==> src/rtl/sllf_pkg.sv <==
`timescale 1ns / 1ps
package sllf_pkg;

  localparam int NUM_LAYERS   = 6;
  localparam int FRAC_BITS    = 8;
  localparam int CENT_W       = 6;
  localparam int SPAN_W       = 6;
  localparam int OUT_W        = 16;
  localparam logic [SPAN_W-1:0] SPAN_RESET = SPAN_W'(37);

  localparam int N_W   = 3;
  localparam int X_W   = 5;
  localparam int Y_W   = 7;
  localparam int SX_W  = 6;
  localparam int SY_W  = 10;
  localparam int SXX_W = 8;
  localparam int SXY_W = 12;
  localparam int D_W   = 12;
  localparam int P_W   = 16;
  localparam int NUM_W = 32;
  localparam int DEN_W = 12;
  localparam int DV_W  = DEN_W + 1;
  localparam int QW    = 17;

  localparam int FRONT_STAGES = 4;
  localparam int PIPE = 1 + FRONT_STAGES + QW;

  typedef struct packed {
    logic              pattern_valid;
    logic [CENT_W-1:0] centroid_layer0;
    logic [CENT_W-1:0] centroid_layer1;
    logic [CENT_W-1:0] centroid_layer2;
    logic [CENT_W-1:0] centroid_layer3;
    logic [CENT_W-1:0] centroid_layer4;
    logic [CENT_W-1:0] centroid_layer5;
  } seg_t;

  typedef struct packed {
    logic                    fit_done;
    logic                    fit_error;
    logic signed [OUT_W-1:0] bend_slope;
    logic signed [OUT_W-1:0] substrip_offset;
  } fit_t;

  typedef struct packed {
    logic [NUM_W-1:0] rem;
    logic [DV_W-1:0]  dv;
    logic             neg;
    logic             big;
  } div_in_t;

  typedef struct packed {
    logic [QW-1:0] quo;
    logic          neg;
    logic          big;
  } div_out_t;

endpackage

==> src/rtl/sllf_front.sv <==
`timescale 1ns / 1ps
module sllf_front (
  input  logic                                clk,
  input  logic [sllf_pkg::FRONT_STAGES-1:0]   en,
  input  sllf_pkg::seg_t                      item,
  input  logic [sllf_pkg::SPAN_W-1:0]         win_span,
  output logic                                err,
  output sllf_pkg::div_in_t                   m_div,
  output sllf_pkg::div_in_t                   b_div
);

  function automatic sllf_pkg::div_in_t prep(input logic signed [sllf_pkg::NUM_W-1:0] num,
                                             input logic [sllf_pkg::DEN_W-1:0] den);
    sllf_pkg::div_in_t r;
    logic [sllf_pkg::NUM_W-1:0] mag;
    logic [sllf_pkg::NUM_W-1:0] lim;
    r.neg = num[sllf_pkg::NUM_W-1];
    mag   = r.neg ? sllf_pkg::NUM_W'(-num) : sllf_pkg::NUM_W'(num);
    r.dv  = {den, 1'b0};
    r.rem = (mag << 1) + sllf_pkg::NUM_W'(den);
    lim   = sllf_pkg::NUM_W'(r.dv) << sllf_pkg::QW;
    r.big = r.rem >= lim;
    return r;
  endfunction

  logic [sllf_pkg::CENT_W-1:0] cent [sllf_pkg::NUM_LAYERS];
  logic [sllf_pkg::CENT_W-1:0] offset;

  assign cent[0] = item.centroid_layer0;
  assign cent[1] = item.centroid_layer1;
  assign cent[2] = item.centroid_layer2;
  assign cent[3] = item.centroid_layer3;
  assign cent[4] = item.centroid_layer4;
  assign cent[5] = item.centroid_layer5;
  assign offset  = {1'b0, win_span[sllf_pkg::SPAN_W-1:1]} + sllf_pkg::CENT_W'(1);

  logic [sllf_pkg::N_W-1:0]          n_next;
  logic signed [sllf_pkg::SX_W-1:0]  sx_next;
  logic signed [sllf_pkg::SY_W-1:0]  sy_next;
  logic [sllf_pkg::SXX_W-1:0]        sxx_next;
  logic signed [sllf_pkg::SXY_W-1:0] sxy_next;

  always_comb begin
    logic signed [sllf_pkg::X_W-1:0]   x;
    logic signed [sllf_pkg::Y_W-1:0]   y;
    logic signed [sllf_pkg::SXY_W-1:0] xw;
    logic signed [sllf_pkg::SXY_W-1:0] yw;
    n_next   = '0;
    sx_next  = '0;
    sy_next  = '0;
    sxx_next = '0;
    sxy_next = '0;
    for (int i = 0; i < sllf_pkg::NUM_LAYERS; i++) begin
      x  = sllf_pkg::X_W'(2 * i - (sllf_pkg::NUM_LAYERS - 1));
      y  = $signed({1'b0, cent[i]}) - $signed({1'b0, offset});
      xw = sllf_pkg::SXY_W'(x);
      yw = sllf_pkg::SXY_W'(y);
      if (cent[i] != '0) begin
        n_next   = n_next + sllf_pkg::N_W'(1);
        sx_next  = sx_next + sllf_pkg::SX_W'(x);
        sy_next  = sy_next + sllf_pkg::SY_W'(y);
        sxx_next = sxx_next + sllf_pkg::SXX_W'(xw * xw);
        sxy_next = sxy_next + sllf_pkg::SXY_W'(xw * yw);
      end
    end
  end

  logic [sllf_pkg::N_W-1:0]          n1;
  logic signed [sllf_pkg::SX_W-1:0]  sx1;
  logic signed [sllf_pkg::SY_W-1:0]  sy1;
  logic [sllf_pkg::SXX_W-1:0]        sxx1;
  logic signed [sllf_pkg::SXY_W-1:0] sxy1;

  always_ff @(posedge clk) begin
    if (en[0]) begin
      n1   <= n_next;
      sx1  <= sx_next;
      sy1  <= sy_next;
      sxx1 <= sxx_next;
      sxy1 <= sxy_next;
      err  <= n_next < sllf_pkg::N_W'(2);
    end
  end

  logic signed [12:0] nsxx;
  logic signed [12:0] sxsq;
  logic signed [16:0] nsxy;
  logic signed [16:0] sxsy;

  assign nsxx = $signed({1'b0, n1}) * $signed({1'b0, sxx1});
  assign sxsq = sx1 * sx1;
  assign nsxy = $signed({1'b0, n1}) * sxy1;
  assign sxsy = sx1 * sy1;

  logic [sllf_pkg::N_W-1:0]         n2;
  logic signed [sllf_pkg::SX_W-1:0] sx2;
  logic signed [sllf_pkg::SY_W-1:0] sy2;
  logic signed [sllf_pkg::D_W-1:0]  dd2;
  logic signed [sllf_pkg::P_W-1:0]  pp2;

  always_ff @(posedge clk) begin
    if (en[1]) begin
      n2  <= n1;
      sx2 <= sx1;
      sy2 <= sy1;
      dd2 <= sllf_pkg::D_W'(nsxx - sxsq);
      pp2 <= sllf_pkg::P_W'(nsxy - sxsy);
    end
  end

  logic signed [22:0] syd;
  logic signed [22:0] psx;
  logic signed [22:0] bdiff;
  logic [sllf_pkg::DEN_W-1:0] dpos;

  assign syd   = sy2 * dd2;
  assign psx   = pp2 * sx2;
  assign bdiff = syd - psx;
  assign dpos  = $unsigned(dd2);

  logic signed [sllf_pkg::NUM_W-1:0] mnum3;
  logic signed [sllf_pkg::NUM_W-1:0] bnum3;
  logic [sllf_pkg::DEN_W-1:0]        mden3;
  logic [sllf_pkg::DEN_W-1:0]        bden3;

  always_ff @(posedge clk) begin
    if (en[2]) begin
      mnum3 <= sllf_pkg::NUM_W'(pp2) <<< (sllf_pkg::FRAC_BITS + 1);
      bnum3 <= sllf_pkg::NUM_W'(bdiff) <<< sllf_pkg::FRAC_BITS;
      mden3 <= dpos;
      bden3 <= sllf_pkg::DEN_W'({{(sllf_pkg::DEN_W - sllf_pkg::N_W){1'b0}}, n2} * dpos);
    end
  end

  always_ff @(posedge clk) begin
    if (en[3]) begin
      m_div <= prep(mnum3, mden3);
      b_div <= prep(bnum3, bden3);
    end
  end

endmodule

==> src/rtl/sllf_div.sv <==
`timescale 1ns / 1ps
module sllf_div (
  input  logic                      clk,
  input  logic [sllf_pkg::QW-1:0]   en,
  input  sllf_pkg::div_in_t         din,
  output sllf_pkg::div_out_t        dout
);

  logic [sllf_pkg::NUM_W-1:0] rem  [sllf_pkg::QW];
  logic [sllf_pkg::DV_W-1:0]  dv   [sllf_pkg::QW];
  logic [sllf_pkg::QW-1:0]    quo  [sllf_pkg::QW];
  logic                       neg  [sllf_pkg::QW];
  logic                       big  [sllf_pkg::QW];

  for (genvar j = 0; j < sllf_pkg::QW; j++) begin : g_stage
    logic [sllf_pkg::NUM_W-1:0] rem_in;
    logic [sllf_pkg::DV_W-1:0]  dv_in;
    logic [sllf_pkg::QW-1:0]    quo_in;
    logic                       neg_in;
    logic                       big_in;
    logic [sllf_pkg::NUM_W-1:0] trial;

    if (j == 0) begin : g_first
      assign rem_in = din.rem;
      assign dv_in  = din.dv;
      assign quo_in = '0;
      assign neg_in = din.neg;
      assign big_in = din.big;
    end else begin : g_rest
      assign rem_in = rem[j-1];
      assign dv_in  = dv[j-1];
      assign quo_in = quo[j-1];
      assign neg_in = neg[j-1];
      assign big_in = big[j-1];
    end

    assign trial = sllf_pkg::NUM_W'(dv_in) << (sllf_pkg::QW - 1 - j);

    always_ff @(posedge clk) begin
      if (en[j]) begin
        if (rem_in >= trial) begin
          rem[j] <= rem_in - trial;
          quo[j] <= quo_in | (sllf_pkg::QW'(1) << (sllf_pkg::QW - 1 - j));
        end else begin
          rem[j] <= rem_in;
          quo[j] <= quo_in;
        end
        dv[j]  <= dv_in;
        neg[j] <= neg_in;
        big[j] <= big_in;
      end
    end
  end

  assign dout.quo = quo[sllf_pkg::QW-1];
  assign dout.neg = neg[sllf_pkg::QW-1];
  assign dout.big = big[sllf_pkg::QW-1] | (rem[sllf_pkg::QW-1] == '1 && 1'b0);

endmodule

==> src/rtl/six_layer_line_fit.sv <==
`timescale 1ns / 1ps
// Least-squares line fit over the hit layers of one segment candidate.
// seg channel: seg_valid/seg_stall with a seg_t beat (pattern flag and six
// per-layer centroids, 0 meaning no hit). A beat is taken when seg_valid is
// high and seg_stall is low.
// fit channel: fit_valid/fit_stall with a fit_t beat (done and error flags,
// slope and intercept in signed fixed point with 8 fraction bits, rounded
// half away from zero and saturated).
// cfg channel: cfg_valid/cfg_ready writes the window span; cfg_ready is
// always high. Write it only while no beat is in flight.
// Throughput: one beat per cycle while seg_stall is low. The path from seg
// acceptance to fit_valid runs through one input register, four fit stages
// (sums, determinants, numerators, rounding prep) and a 17-stage restoring
// divider, one quotient bit per stage, for slope and intercept side by side,
// then the output register.
// Reset clears all valid bits and loads the window span with 37.
// A fit stall holds the output register; the stages behind it keep
// advancing into empty slots and seg_stall rises only once the whole
// pipeline is full.
module six_layer_line_fit (
  input  logic                        clk,
  input  logic                        rst,
  input  logic                        seg_valid,
  output logic                        seg_stall,
  input  sllf_pkg::seg_t              seg_data,
  output logic                        fit_valid,
  input  logic                        fit_stall,
  output sllf_pkg::fit_t              fit_data,
  input  logic                        cfg_valid,
  output logic                        cfg_ready,
  input  logic [sllf_pkg::SPAN_W-1:0] cfg_data
);

  function automatic logic signed [sllf_pkg::OUT_W-1:0] sat(input sllf_pkg::div_out_t d);
    logic signed [sllf_pkg::OUT_W-1:0] r;
    if (d.neg) begin
      if (d.big || d.quo >= sllf_pkg::QW'(32768)) r = 16'sh8000;
      else r = -$signed(sllf_pkg::OUT_W'(d.quo));
    end else begin
      if (d.big || d.quo >= sllf_pkg::QW'(32767)) r = 16'sh7fff;
      else r = $signed(sllf_pkg::OUT_W'(d.quo));
    end
    return r;
  endfunction

  logic [sllf_pkg::SPAN_W-1:0] win_span;
  logic [sllf_pkg::PIPE:0]     en;
  logic [sllf_pkg::PIPE-1:0]   v;
  sllf_pkg::seg_t              item;
  logic                        err1;
  sllf_pkg::div_in_t           m_div;
  sllf_pkg::div_in_t           b_div;
  sllf_pkg::div_out_t          m_out;
  sllf_pkg::div_out_t          b_out;
  logic                        pv_q  [1:sllf_pkg::PIPE-1];
  logic                        err_q [2:sllf_pkg::PIPE-1];

  assign cfg_ready = 1'b1;

  always_ff @(posedge clk) begin
    if (rst) begin
      win_span <= sllf_pkg::SPAN_RESET;
    end else if (cfg_valid && cfg_ready) begin
      win_span <= cfg_data;
    end
  end

  always_comb begin
    en[sllf_pkg::PIPE] = !fit_valid || !fit_stall;
    for (int k = sllf_pkg::PIPE - 1; k >= 0; k--) begin
      en[k] = !v[k] || en[k+1];
    end
  end

  assign seg_stall = !en[0];

  always_ff @(posedge clk) begin
    if (rst) begin
      v         <= '0;
      fit_valid <= 1'b0;
    end else begin
      if (en[0]) v[0] <= seg_valid;
      for (int k = 1; k < sllf_pkg::PIPE; k++) begin
        if (en[k]) v[k] <= v[k-1];
      end
      if (en[sllf_pkg::PIPE]) fit_valid <= v[sllf_pkg::PIPE-1];
    end
  end

  always_ff @(posedge clk) begin
    if (en[0]) item <= seg_data;
    if (en[1]) pv_q[1] <= item.pattern_valid;
    if (en[2]) begin
      pv_q[2]  <= pv_q[1];
      err_q[2] <= err1;
    end
    for (int k = 3; k < sllf_pkg::PIPE; k++) begin
      if (en[k]) begin
        pv_q[k]  <= pv_q[k-1];
        err_q[k] <= err_q[k-1];
      end
    end
  end

  sllf_front u_front (
    .clk      (clk),
    .en       (en[sllf_pkg::FRONT_STAGES:1]),
    .item     (item),
    .win_span (win_span),
    .err      (err1),
    .m_div    (m_div),
    .b_div    (b_div)
  );

  sllf_div u_div_m (
    .clk  (clk),
    .en   (en[sllf_pkg::PIPE-1:sllf_pkg::FRONT_STAGES+1]),
    .din  (m_div),
    .dout (m_out)
  );

  sllf_div u_div_b (
    .clk  (clk),
    .en   (en[sllf_pkg::PIPE-1:sllf_pkg::FRONT_STAGES+1]),
    .din  (b_div),
    .dout (b_out)
  );

  always_ff @(posedge clk) begin
    if (en[sllf_pkg::PIPE]) begin
      if (!pv_q[sllf_pkg::PIPE-1]) begin
        fit_data <= '0;
      end else if (err_q[sllf_pkg::PIPE-1]) begin
        fit_data.fit_done        <= 1'b1;
        fit_data.fit_error       <= 1'b1;
        fit_data.bend_slope      <= '0;
        fit_data.substrip_offset <= '0;
      end else begin
        fit_data.fit_done        <= 1'b1;
        fit_data.fit_error       <= 1'b0;
        fit_data.bend_slope      <= sat(m_out);
        fit_data.substrip_offset <= sat(b_out);
      end
    end
  end

endmodule

==> config.mk <==
export PLATFORM = sky130hd
export DESIGN_NAME = six_layer_line_fit
export DESIGN_NICKNAME = d
export VERILOG_FILES = /design/src/rtl/sllf_pkg.sv /design/src/rtl/sllf_front.sv /design/src/rtl/sllf_div.sv /design/src/rtl/six_layer_line_fit.sv
export SDC_FILE = /design/constraint.sdc
export NUM_CORES = 2
export LEC_CHECK = 0
export BUFFER_PORTS_ARGS = -buffer_cell sky130_fd_sc_hd__buf_2
export CAP_MARGIN = 20
export CORE_MARGIN = 4
export CORE_UTILIZATION = 34
export CTS_BUF_LIST = sky130_fd_sc_hd__clkbuf_4 sky130_fd_sc_hd__clkbuf_8 sky130_fd_sc_hd__clkbuf_16
export DETAILED_ROUTE_END_ITERATION = 12
export PLACE_DENSITY = 0.52
export SYNTH_ARGS = -nofsm -noshare
export SYNTH_HDL_FRONTEND = slang
export SYNTH_SLANG_ARGS = --single-unit
export TNS_END_PERCENT = 30
==> constraint.sdc <==
create_clock -name clk -period 13.23 [get_ports clk]
set_clock_uncertainty 0.05 [all_clocks]
set_input_delay 1.323 -clock clk [delete_from_list [all_inputs] [get_ports clk]]
set_output_delay 1.323 -clock clk [all_outputs]
set_load 0.02 [all_outputs]
# Word-level counts from Yosys, hierarchy flattened
# Memories as Yosys holds them, arrays and structs flattened.
# Index checks and enable logic that the tools add are counted.
totals:
  ramBits: 2217
  latch_bits: 0
  mem_bits_ro: 0
  register_bits: 342
  mem_count: 12
  input_bits: 48
mem_list:
  columns: ["memory", "words", "word_bits", "rd", "rd_ports_with_merged_regs", "wr", "line_no", "rtl"]
  rows:
  - ["u_div_b.rem", 17, 32, 16, 0, 17, "sllf_div.sv:9", "logic [sllf_pkg::NUM_W-1:0] rem [sllf_pkg::QW];"]
  - ["u_div_m.rem", 17, 32, 16, 0, 17, "sllf_div.sv:9", null]
  - ["u_div_b.quo", 17, 17, 17, 0, 17, "sllf_div.sv:11", "logic [sllf_pkg::QW-1:0] quo [sllf_pkg::QW];"]
  - ["u_div_m.quo", 17, 17, 17, 0, 17, "sllf_div.sv:11", null]
  - ["u_div_b.dv", 17, 13, 16, 0, 17, "sllf_div.sv:10", "logic [sllf_pkg::DV_W-1:0] dv [sllf_pkg::QW];"]
  - ["u_div_m.dv", 17, 13, 16, 0, 17, "sllf_div.sv:10", null]
  - ["+6 memories", null, null, null, null, null, null, null]
op_classes:
  eq_ne: 0
  n_addsub: 76
  reduce_logical: 59
  bitwise_logic: 69
  n_shift: 0
  multipliers: 11
  n_div: 0
  mux: 353
  order_cmp: 41
ops:
  columns: ["operator", "count"]
  rows:
  - ["$mux W32", 34]
  - ["$mux W17", 34]
  - ["$mux W1", 247]
  - ["$mux W16", 6]
  - ["$mux W12", 6]
  - ["$or A1 B1 Y1", 68]
  - ["$add A32 B12 Y32", 2]
  - ["$ge A32 B13 Y1", 2]
  - ["$ge A32 B14 Y1", 2]
  - ["$ge A32 B15 Y1", 2]
  - ["$ge A32 B16 Y1", 2]
  - ["$ge A32 B17 Y1", 2]
  - ["$ge A32 B18 Y1", 2]
  - ["$ge A32 B19 Y1", 2]
  - ["$ge A32 B20 Y1", 2]
  - ["$ge A32 B21 Y1", 2]
  - ["$ge A32 B22 Y1", 2]
  - ["$ge A32 B23 Y1", 2]
  - ["$ge A32 B24 Y1", 2]
  - ["$ge A32 B25 Y1", 2]
  - ["$ge A32 B26 Y1", 2]
  - ["$ge A32 B27 Y1", 2]
  - ["$ge A32 B28 Y1", 2]
  - ["$ge A32 B29 Y1", 2]
  - ["64 further kinds", 178]

# Logic depth before layout (Yosys ltp)
depth:
  word_depth: 25
  depth_mapped: 49
  depth_no_buf: 49

# By module
# From an unflattened synthesis, not the netlist that was laid out.
hier_totals:
  cells_unflattened: 10660
  area_unflattened_um2: 124931.1
modules_own_cells:
  columns: ["module", "cells_per_inst", "area_per_inst_um2", "instances", "seq_area_each_um2"]
  rows:
  - ["sllf_div at u_div_m", 3526, 44181.1, 1, 27236.1]
  - ["sllf_div at u_div_b", 3477, 43604.3, 1, 27236.1]
  - ["sllf_front", 3206, 31512.7, 1, 6546.3]
  - ["six_layer_line_fit", 451, 5632.9, 1, 3943.8]

# Least setup slack after synthesis
# Ideal clock, no wire load.
synth_path:
  path_kind: "input to output"
  startpoint: "in fit_stall"
  endpoint: "out seg_stall"
  path_buffers: 2
  path_stages: 14
  slack_ps: 1387
  required_time_ps: 11857
  arrival_ps: 10470
  cell_sequence: "nand2_1 -> nor2_1 -> inv_2 -> nor4b_4 -> nand3_1 -> nor2_1 -> and2_1 -> clkbuf_1 -> and3_1 -> clkbuf_1 -> nand2_1 -> nor2_1 -> nand2_1 -> inv_1"
synth_between:
  elab_chain_cells: 25
synth_lines:
  columns: ["element", "line_no", "rtl"]
  rows:
  - ["start, declared", "six_layer_line_fit.sv:27", "input logic fit_stall,"]
  - ["$logic_not A1 Y1", "six_layer_line_fit.sv:69", "en[sllf_pkg::PIPE] = !fit_valid || !fit_stall;"]
  - ["$logic_or A1 B1 Y1", "six_layer_line_fit.sv:69", null]
  - ["$logic_or A1 B1 Y1 (2 in a row)", "six_layer_line_fit.sv:71", "en[k] = !v[k] || en[k+1];"]
  - ["via en, one bit", "six_layer_line_fit.sv:47", "logic [sllf_pkg::PIPE:0] en;"]
  - ["$logic_or A1 B1 Y1 (11 in a row)", "six_layer_line_fit.sv:71", null]
  - ["via en, one bit", "six_layer_line_fit.sv:47", null]
  - ["$logic_or A1 B1 Y1 (5 in a row)", "six_layer_line_fit.sv:71", null]
  - ["via en, one bit", "six_layer_line_fit.sv:47", null]
  - ["$logic_or A1 B1 Y1 (4 in a row)", "six_layer_line_fit.sv:71", null]
  - ["$logic_not A1 Y1", "six_layer_line_fit.sv:75", "assign seg_stall = !en[0];"]
  - ["end, declared", "six_layer_line_fit.sv:24", "output logic seg_stall,"]
# The timed path passes the listed nets, and every way through them passes these cells.

# Worst setup path after layout
layout_path:
  startpoint: "reg win_span[1] in the netlist's numbering"
  endpoint: "reg u_front.sxy1[11] in the netlist's numbering, data pin"
layout_between:
  elab_chain_cells: 14
  word_cells_on_any_way: 23
  classes_between: "add/sub (13); mul (4); mux (6)"
layout_lines:
  columns: ["element", "line_no", "rtl"]
  rows:
  - ["start, declared", "six_layer_line_fit.sv:46", "logic [sllf_pkg::SPAN_W-1:0] win_span;"]
  - ["start signal, assigned", "six_layer_line_fit.sv:62", "win_span <= sllf_pkg::SPAN_RESET;"]
  - ["start signal, assigned", "six_layer_line_fit.sv:64", "win_span <= cfg_data;"]
  - ["$add A5 B1 Y6 *", "sllf_front.sv:35", "assign offset = {1'b0, win_span[sllf_pkg::SPAN_W-1:1]} + sllf_pkg::CENT_W'(1);"]
  - ["$sub A6 B6 Y7", "sllf_front.sv:55", "y = $signed({1'b0, cent[i]}) - $signed({1'b0, offset});"]
  - ["$mul A4 B7 Y11", "sllf_front.sv:63", "sxy_next = sxy_next + sllf_pkg::SXY_W'(xw * yw);"]
  - ["$mux W12", "sllf_front.sv:58", "if (cent[i] != '0) begin"]
  - ["$add A12 B12 Y12", "sllf_front.sv:63", null]
  - ["$mux W12", "sllf_front.sv:58", null]
  - ["$add A12 B12 Y12", "sllf_front.sv:63", null]
  - ["$mux W12", "sllf_front.sv:58", null]
  - ["$add A12 B7 Y12", "sllf_front.sv:63", null]
  - ["$mux W12", "sllf_front.sv:58", null]
  - ["$add A12 B12 Y12", "sllf_front.sv:63", null]
  - ["$mux W12", "sllf_front.sv:58", null]
  - ["$add A12 B12 Y12", "sllf_front.sv:63", null]
  - ["$mux W12 *", "sllf_front.sv:58", null]
  - ["via u_front.sxy_next, one bit", "sllf_front.sv:41", "logic signed [sllf_pkg::SXY_W-1:0] sxy_next;"]
  - ["end signal, assigned", "sllf_front.sv:80", "sxy1 <= sxy_next;"]
  - ["end, declared", "sllf_front.sv:72", "logic signed [sllf_pkg::SXY_W-1:0] sxy1;"]
# The timed path passes the listed nets; every way through them passes the cells marked *.
# A chain may end at the register's enable or synchronous reset.

==> results.json <==
{
  "status": "finished clean",
  "track_usage": 0.133,
  "r2r_start": "win_span[1]$_SDFFE_PP0P_",
  "die_y_um": 585,
  "gp_congestion": 0.871,
  "cts_hold_buf": 0,
  "fp.dieArea_um2": 343000,
  "crit_path_max_incr_delay_ps": 580,
  "syn_inst": 9914,
  "finalHoldViolCount": 0,
  "ys_top_cells_by_area": "edfxtp_1, ha_1, fa_1, xnor2_1, inv_1",
  "drtAntennaViolNets": 0,
  "regToRegEndpoint": "u_front.sxy1[11]$_DFFE_PP_",
  "yosys_warnings": 0,
  "antenna_found_initial": 6,
  "h-tree-depth": 4,
  "grt_start_max_net_pins": 90,
  "rsz0062_at_grt": "no",
  "cap_viol_max_count": 0,
  "slew_headroom": 0.267,
  "report.final.setup_viol": 0,
  "synth.avg_cell_area_um2": 11.4,
  "finalNetCount": 11300,
  "first_pass_iters": 6,
  "mostFrequentLayoutCell": "edfxtp_1",
  "synthArstFlopShare": 0,
  "critPathKind": "reg -> reg",
  "rows": 211,
  "layout_common_cells": "edfxtp_1, inv_1, ha_1",
  "initial_utilization": 0.342,
  "grt_overflow": 0,
  "grt_pass1_vias": 74600,
  "cts_root_buf": "clkbuf_16",
  "cts_sinks": 1900,
  "hold_depth": 0,
  "startpoint_type": "flip-flop",
  "portBuffers": 82,
  "drt_drc_violations_left": 0,
  "ys.flop_type": "edfxtp_1",
  "synth_top_cell_by_area": "edfxtp_1",
  "hold_path.class": "reg -> reg",
  "io-pin-count": 85,
  "core_um2": 331000,
  "yosysUniqueCellTypes": 96,
  "synth-edff-count": 1872,
  "min-delay-start": "u_div_b.quo[0][16]$_DFFE_PP_",
  "cts_tree": "done",
  "cts.clk_slew.worst_paths_ps": 60,
  "ys_seq_elements": 1900,
  "cp_common_cell": "ha_1",
  "wirelength_mm": 229,
  "layout_min_cycle_time_ps": 11230,
  "cts_setup_buffers": 0,
  "fin_tns_setup_ps": 0,
  "drive_above_1_share": 0.0637,
  "ctsResizeCount": 0,
  "syn_area_um2": 113000,
  "fp.dieW_um": 585,
  "ff2ff_path_depth": 43,
  "end_kind": "flip-flop",
  "yosysSeqAreaShare": 0.501,
  "area_growth_pct": 11.2,
  "wire_per_inst_um": 15.7,
  "critPathSlowestCell": "fa_1",
  "cp.required_ps": 13710,
  "finalCritPeriodShare": 0.849,
  "r2r_slack_ps": 2000,
  "clkLatencyLatePin_ps": 860,
  "drv_slew": 0,
  "synth_top_cell_area_share": 0.496,
  "vias": 71200,
  "dpl.hpwl_mm": 178,
  "vias_per_cell": 4.87,
  "timing.fmax_mhz": 89.0,
  "crit_arrival_ps": 11720,
  "cts_buffer_depth": 4,
  "worstMarginPinSlew_ps": 1090,
  "worstPathMaxFanout": 9,
  "hold_path_end": "u_div_b.quo[1][16]$_DFFE_PP_",
  "grt_pass1_wl_mm": 379,
  "cts_buffers": 211,
  "drt_iter0_markers": 3636
}
[worst max path at each step]
stage | cells after the start | startpoint | endpoint
floorplan | 14 | fit_stall | seg_stall
global placement | 41 | win_span[1]$_SDFFE_PP0P_ | u_front.sxy1[11]$_DFFE_PP_
detailed placement | 43 | win_span[1]$_SDFFE_PP0P_ | u_front.sxy1[11]$_DFFE_PP_
CTS | 43 | win_span[1]$_SDFFE_PP0P_ | u_front.sxy1[11]$_DFFE_PP_
global route | 43 | win_span[1]$_SDFFE_PP0P_ | u_front.sxy1[11]$_DFFE_PP_
finish | 43 | win_span[1]$_SDFFE_PP0P_ | u_front.sxy1[11]$_DFFE_PP_
[Yosys cell counts, drive strengths merged (38+ instances only)]
library cell / instances
xor2: 366
o21ai: 414
a31oi: 38
nor4: 141
mux2: 83
inv: 1057
nor2: 697
nor2b: 153
o21a: 61
a21oi: 566
o31ai: 69
or3: 114
nand3: 129
a21boi: 59
edfxtp: 1872
or4: 49
xnor2: 537
ha: 806
fa: 389
nand2: 726
clkbuf: 182
a21o: 183
nand2b: 134
nor3: 211
and2: 204
nand4: 98
[metrics by stage]
step	worst slack, ps	hold slack, ps	area [um2]	instances	utilization
floorplan	1390	350	113000	9923	-
global placement	2110	353	119000	14200	0.360
detailed placement	2050	355	119000	14200	0.360
CTS	1960	304	126000	14600	0.380
global route	1220	327	126000	14600	0.381
finish	2000	319	126000	14600	0.381
[sequential cells by signal, summed over array words and instances, names as in the netlist, 23 cells and up]
name,cells
item,37
fit_data,34
u_div_m.dv,117
u_div_b.quo,153
u_div_b.dv,183
u_div_b.rem,405
u_div_m.quo,153
u_front.bnum3,23
u_div_m.rem,463
u_front.m_div,36
u_front.b_div,37
[critical path, delay by kind of cell, from the launching register on]
family / cells / cell delay, ps
adders and majority gates: 12 / 4680
DFF: 1 / 350
muxes: 2 / 600
and+or+nand+nor: 8 / 1110
xor gates and xnor gates: 9 / 1690
AOI/OAI and AO/OA: 9 / 1840
buffers and inverters: 3 / 630
[layer usage]
layer | wire (um) | global-route usage
met3 | 6530 | 0.0155
met2 | 119000 | 0.249
met1 | 95900 | 0.157
met5 | 0 | 0
met4 | 7860 | 0.0451
[layout make-up]
| type | instances | area [um2] |
|---|---|---|
| diodes | 3 | 7.51 |
| clock buffers | 248 | 5590 |
| clock inverters | 128 | 1220 |
| fillers | 31600 | 205000 |
| inverters | 1061 | 4000 |
| multi-input cells | 6758 | 52000 |
| flip-flops and latches | 1900 | 56800 |
| well taps | 4366 | 5460 |
| repair buffers | 146 | 946 |
[cells by family (layout without fill, tap and decap cells)]
family / after synthesis / after routing / synth area share
AOI/OAI and AO/OA: 1650 / 1650 / 0.0894
xor gates and xnor gates: 905 / 905 / 0.0702
adders and majority gates: 1214 / 1214 / 0.159
buffers and inverters: 1265 / 1583 / 0.0422
DFF: 1900 / 1900 / 0.501
muxes: 115 / 115 / 0.0111
other: 2 / 14 / 0.0000663
and+or+nand+nor: 2863 / 2863 / 0.127
Power is not shown: default switching activity piles up to over one toggle a cycle in this logic, so the estimate is an artifact.
